`src/sv/deqi_pkg.sv`:
```
package deqi_pkg;

    // Capacity and element width of the queue.
    localparam int DEPTH      = 256;
    localparam int DATA_WIDTH = 32;

    // Port widths fixed by the interface.
    localparam int OP_W   = 2;
    localparam int VAL_W  = 32;
    localparam int POS_W  = 8;
    localparam int CNTO_W = 9;
    localparam int ST_W   = 2;

    // Internal widths derived from the capacity.
    localparam int ADDR_W = $clog2(DEPTH);
    localparam int CNT_W  = $clog2(DEPTH + 1);
    localparam int SUM_W  = ((ADDR_W > POS_W) ? ADDR_W : POS_W) + 1;

    // Operation codes.
    localparam logic [OP_W-1:0] OP_PUSH_FRONT = 2'd0;
    localparam logic [OP_W-1:0] OP_PUSH_BACK  = 2'd1;
    localparam logic [OP_W-1:0] OP_READ       = 2'd2;

    // Status codes.
    localparam logic [ST_W-1:0] ST_OK    = 2'd0;
    localparam logic [ST_W-1:0] ST_RANGE = 2'd1;
    localparam logic [ST_W-1:0] ST_FULL  = 2'd2;

    // Memory access and outcome of one operation, from the pointer unit.
    typedef struct packed {
        logic              wr_en;
        logic              rd_ok;
        logic [ADDR_W-1:0] addr;
        logic [ST_W-1:0]   status;
    } deqi_ctl_t;

endpackage

```
`src/sv/deqi_ptr.sv`:
```
module deqi_ptr (
    input  logic                      clk,
    input  logic                      rst_n,
    input  logic                      take,
    input  logic [deqi_pkg::OP_W-1:0]  opcode,
    input  logic [deqi_pkg::POS_W-1:0] position,
    output deqi_pkg::deqi_ctl_t       ctl,
    output logic [deqi_pkg::CNT_W-1:0] count
);

    import deqi_pkg::*;

    logic [ADDR_W-1:0] head_reg;
    logic [ADDR_W-1:0] head_next;
    logic [CNT_W-1:0]  count_reg;
    logic [CNT_W-1:0]  count_next;
    logic [ADDR_W-1:0] front_slot;
    logic [ADDR_W-1:0] back_slot;
    logic [ADDR_W-1:0] read_slot;
    logic [SUM_W-1:0]  back_sum;
    logic [SUM_W-1:0]  read_sum;
    logic              full;

    // Ring arithmetic: each sum stays below twice the depth, so one
    // compare and subtract wraps it.
    always_comb
    begin
        full       = (count_reg == CNT_W'(DEPTH));
        front_slot = (head_reg == '0) ? ADDR_W'(DEPTH - 1) : head_reg - ADDR_W'(1);
        back_sum   = SUM_W'(head_reg) + SUM_W'(count_reg);
        read_sum   = SUM_W'(head_reg) + SUM_W'(position);
        if (back_sum >= SUM_W'(DEPTH))
        begin
            back_slot = ADDR_W'(back_sum - SUM_W'(DEPTH));
        end
        else
        begin
            back_slot = ADDR_W'(back_sum);
        end
        if (read_sum >= SUM_W'(DEPTH))
        begin
            read_slot = ADDR_W'(read_sum - SUM_W'(DEPTH));
        end
        else
        begin
            read_slot = ADDR_W'(read_sum);
        end
    end

    always_comb
    begin
        head_next  = head_reg;
        count_next = count_reg;
        ctl        = '0;
        ctl.status = ST_OK;
        case (opcode)
            OP_PUSH_FRONT:
            begin
                if (full)
                begin
                    ctl.status = ST_FULL;
                end
                else
                begin
                    ctl.wr_en  = 1'b1;
                    ctl.addr   = front_slot;
                    head_next  = front_slot;
                    count_next = count_reg + CNT_W'(1);
                end
            end
            OP_PUSH_BACK:
            begin
                if (full)
                begin
                    ctl.status = ST_FULL;
                end
                else
                begin
                    ctl.wr_en  = 1'b1;
                    ctl.addr   = back_slot;
                    count_next = count_reg + CNT_W'(1);
                end
            end
            OP_READ:
            begin
                if (SUM_W'(position) >= SUM_W'(count_reg))
                begin
                    ctl.status = ST_RANGE;
                end
                else
                begin
                    ctl.rd_ok = 1'b1;
                    ctl.addr  = read_slot;
                end
            end
            default:
            begin
                ctl.status = ST_OK;
            end
        endcase
    end

    always_ff @(posedge clk or negedge rst_n)
    begin
        if (!rst_n)
        begin
            head_reg  <= '0;
            count_reg <= '0;
        end
        else if (take)
        begin
            head_reg  <= head_next;
            count_reg <= count_next;
        end
    end

    assign count = count_reg;

    // The count never passes the capacity.
    a_count_bound: assert property (@(posedge clk) disable iff (!rst_n)
        count_reg <= CNT_W'(DEPTH))
        else $error("element count exceeds capacity");

    // A refused push leaves head and count alone.
    a_full_hold: assert property (@(posedge clk) disable iff (!rst_n)
        (take && ctl.status == ST_FULL) |=>
            (count_reg == $past(count_reg) && head_reg == $past(head_reg)))
        else $error("refused push changed the queue");

endmodule

```
`config.mk`:
```
export PLATFORM = sky130hd
export DESIGN_NAME = deqi_ptr
export DESIGN_NICKNAME = d
export VERILOG_FILES = /design/src/sv/deqi_pkg.sv /design/src/sv/deqi_ptr.sv
export SDC_FILE = /design/constraint.sdc
export NUM_CORES = 1
export LEC_CHECK = 0
export BUFFER_PORTS_ARGS = -buffer_cell sky130_fd_sc_hd__buf_2
export CAP_MARGIN = 20
export CORE_ASPECT_RATIO = 0.6
export CORE_MARGIN = 5
export CORE_UTILIZATION = 48
export CTS_CLUSTER_DIAMETER = 50
export DETAILED_ROUTE_END_ITERATION = 7
export PLACE_DENSITY_LB_ADDON = 0.2
export RECOVER_POWER = 50
export SYNTH_ARGS = -nofsm -noshare
export SYNTH_HDL_FRONTEND = slang
export SYNTH_SLANG_ARGS = --single-unit
```
`constraint.sdc`:
```
create_clock -name clk -period 4.9 [get_ports clk]
set_input_delay 0.98 -clock clk [delete_from_list [all_inputs] [get_ports clk]]
set_output_delay 0.98 -clock clk [all_outputs]
set_load 0.1 [all_outputs]
```
==> impl_results.md <==
- EDFF count, synth: 0
- Clk buf depth: 2
- CTS root buffer: clkbuf_8
- Max stage delay on crit path: 460 ps
- RR Endpoint: head_reg[3]$_DFFE_PN0P_
- DRT antenna net count: 0
- Cell count along the critical path: 9
- Worst Setup SP: position[2]
- Full die area: 5270 um^2
- Number of I/O port buffers: 33
- Die Wd: 90.5 um
- Area growth from synthesis to layout: 12.8%
- Initial drt markers: 68
- Setup crit end kind: output port
- Die H: 58.3 um
- Number of buffers and inverters on the critical path: 2
- Setup WS pre-CTS: 732 ps
- TritonCTS clock tree: yes
- Vias in the first global route: 1510
- Syn nets: 257
- DRC violations left: 0
- R2R depth: 10
- Gr usage total: 0.183
- Reg-to-reg setup timing slack: 2460 ps
- RSZ-0062 raised after global routing: no
- Avg Cell Area, Syn: 8.59 um^2
- Clock transition at path regs: 80 ps
- Delay-heaviest family, CP: compound AO/OA/AOI/OAI gates
- CP max FO: 9
- Synth Register Bits: 17
- Final Hold Fails: 0
- Remaining Overflow, GRT: 0
- Row cnt: 17
- Worst EP required: 3920 ps
- Hold Crit Class: flop to flop
- Cells along the critical path: buf_2, ha_1, a21oi_1, o21ai_0, a211oi_1, o32a_1, nand3_2, o32ai_2, buf_2
- Final net count: 291
- Core Footprint: 3700 um^2
- Seq/Total Area, Yosys: 0.228
- Cell mode on critical path: buf_2
- RD Place Congestion: 0.848
- Max reg flops: 9
- TNS Setup: 0 ps
- Postcts setup bufs: 0
- Max Clock Skew: 4.69 ps
- Worst EP arrival: 3170 ps
- Starting Density: 0.504
- WS Path Type: primary input to output port
- Rel. slew slack: 0.228
- H-tree Lvls: 1
- Hold_buf cts: 0
- Yosys Warn Count: 0
- Fin area: 2100 um^2
- Wire length per cell: 15.9 um
- Cts repair resizes: 0
- Synth Cell Area: 1860 um^2
- Mapped Cells: 217
- Via/cell ratio: 5.53
- Clock buffer count from CTS: 3
- Setup violations, final: 0
- Ys async rst share: 1.00
- First-pass GRT wire length: 7830 um
- Largest net degree at the start of global routing: 20
- Max Freq: 0.241 GHz
- Status: completed
- Primary FF master, synth: dfrtp_1
- Fin crit period: 4150 ps
- Tcrit/Tclk final: 0.848
- Critical Path Start Type: primary input
- Worst Setup EP: ctl[6]
- Slack of the critical path: 745 ps
- Pins Over Slew Limit: 0
- Worst skew pair latency: 260 ps
- DP Area: 2070 um^2
- R2R Path Start: count[1]$_DFFE_PN0P_
- Vias after detailed routing: 1642
- Max_cap viols: 0
- Layout cells sized above 1: 0.176
- Clock sink count: 17
- WL final: 4720 um
- Count of cell types in the netlist: 49
- Antenna Diode Count: 0
- Hpwl dp: 3750 um
- TritonRoute pass-1 iters: 4
- Initial antenna violation count: 0
- IO Pins: 34
- Actual slew at the worst max-slew pin: 1160 ps
- Slowest CP cell: buf_2
[layout make-up]
type | count | area [um^2]
clock buffers | 4 | 45.0
fillers | 374 | 1600
inverters | 22 | 82.6
multi-input cells | 174 | 1330
flip-flops and latches | 17 | 425
well taps | 47 | 58.8
repair buffers | 33 | 158
[kinds of logic after synthesis]
family          count (synthesis)  synth area share
simple gates                   69             0.202
compound gates                 50             0.178
fa+ha+maj                      27             0.189
buf+inv                        26            0.0658
xor+xnor                       23             0.108
flops                          17             0.228
mux                             5            0.0289
[placed cells by master (no fill, tap or decap), types with 3 or more instances in the layout]
| master | count |
|---|---|
| nor2b_1 | 6 |
| nand3_1 | 7 |
| a21oi_1 | 17 |
| clkbuf_1 | 7 |
| o22ai_1 | 5 |
| nor2_1 | 16 |
| buf_2 | 27 |
| clkbuf_8 | 3 |
| ha_1 | 25 |
| o31ai_1 | 3 |
| nand2b_1 | 3 |
| nor3_1 | 10 |
| xor2_1 | 7 |
| o21ai_0 | 8 |
| xnor2_1 | 16 |
| dfrtp_1 | 17 |
| nand2_1 | 9 |
| inv_1 | 21 |
| nor4_1 | 4 |
| mux2_2 | 3 |
[Yosys cell counts, drive strengths merged, types with 3 or more instances]
cell	n	area share
nand2	10	0.024
a21oi	17	0.046
dfrtp	17	0.23
inv	22	0.044
ha	25	0.17
o21ai	8	0.021
mux2	3	0.018
nand2b	3	0.010
nor4	4	0.013
xnor2	16	0.075
nand3	8	0.024
nor2	17	0.038
o31ai	4	0.016
nor3	10	0.027
o22ai	5	0.017
xor2	7	0.033
nor2b	6	0.020
[metrics by stage]
step | util | cells | hold slack, ps
after floorplan | - | 217 | 535
after CTS | 0.570 | 297 | 567
final | 0.568 | 297 | 571
after detailed placement | 0.558 | 293 | 549
after global placement | 0.558 | 293 | 536
after global routing | 0.568 | 297 | 598
[per-layer routing]
| layer | vias to the layer above | global-route usage | share of wire |
|---|---|---|---|
| met4 | 0 | 0.0127 | 0.0025 |
| met3 | 2 | 0.0428 | 0.057 |
| li1 | 844 | - | - |
| met2 | 41 | 0.259 | 0.38 |
| met1 | 755 | 0.288 | 0.56 |
| met5 | - | 0 | 0 |
[worst min path at each step]
stage,slack (ps),endpoint,cells past startpoint,from
5_1_grt,600,count[8]$_DFFE_PN0P_,1,count[8]$_DFFE_PN0P_
4_1_cts,570,count[8]$_DFFE_PN0P_,1,count[8]$_DFFE_PN0P_
3_5_place_dp,550,count[8]$_DFFE_PN0P_,1,count[8]$_DFFE_PN0P_
6_report,570,count[6]$_DFFE_PN0P_,1,count[6]$_DFFE_PN0P_
3_3_place_gp,540,count[6]$_DFFE_PN0P_,1,count[6]$_DFFE_PN0P_
2_1_floorplan,540,head_reg[0]$_DFFE_PN0P_,1,head_reg[0]$_DFFE_PN0P_
Power is left out: the tool's default activity adds up to more than one toggle a clock period on the data nets, which glitch-free logic cannot reach.
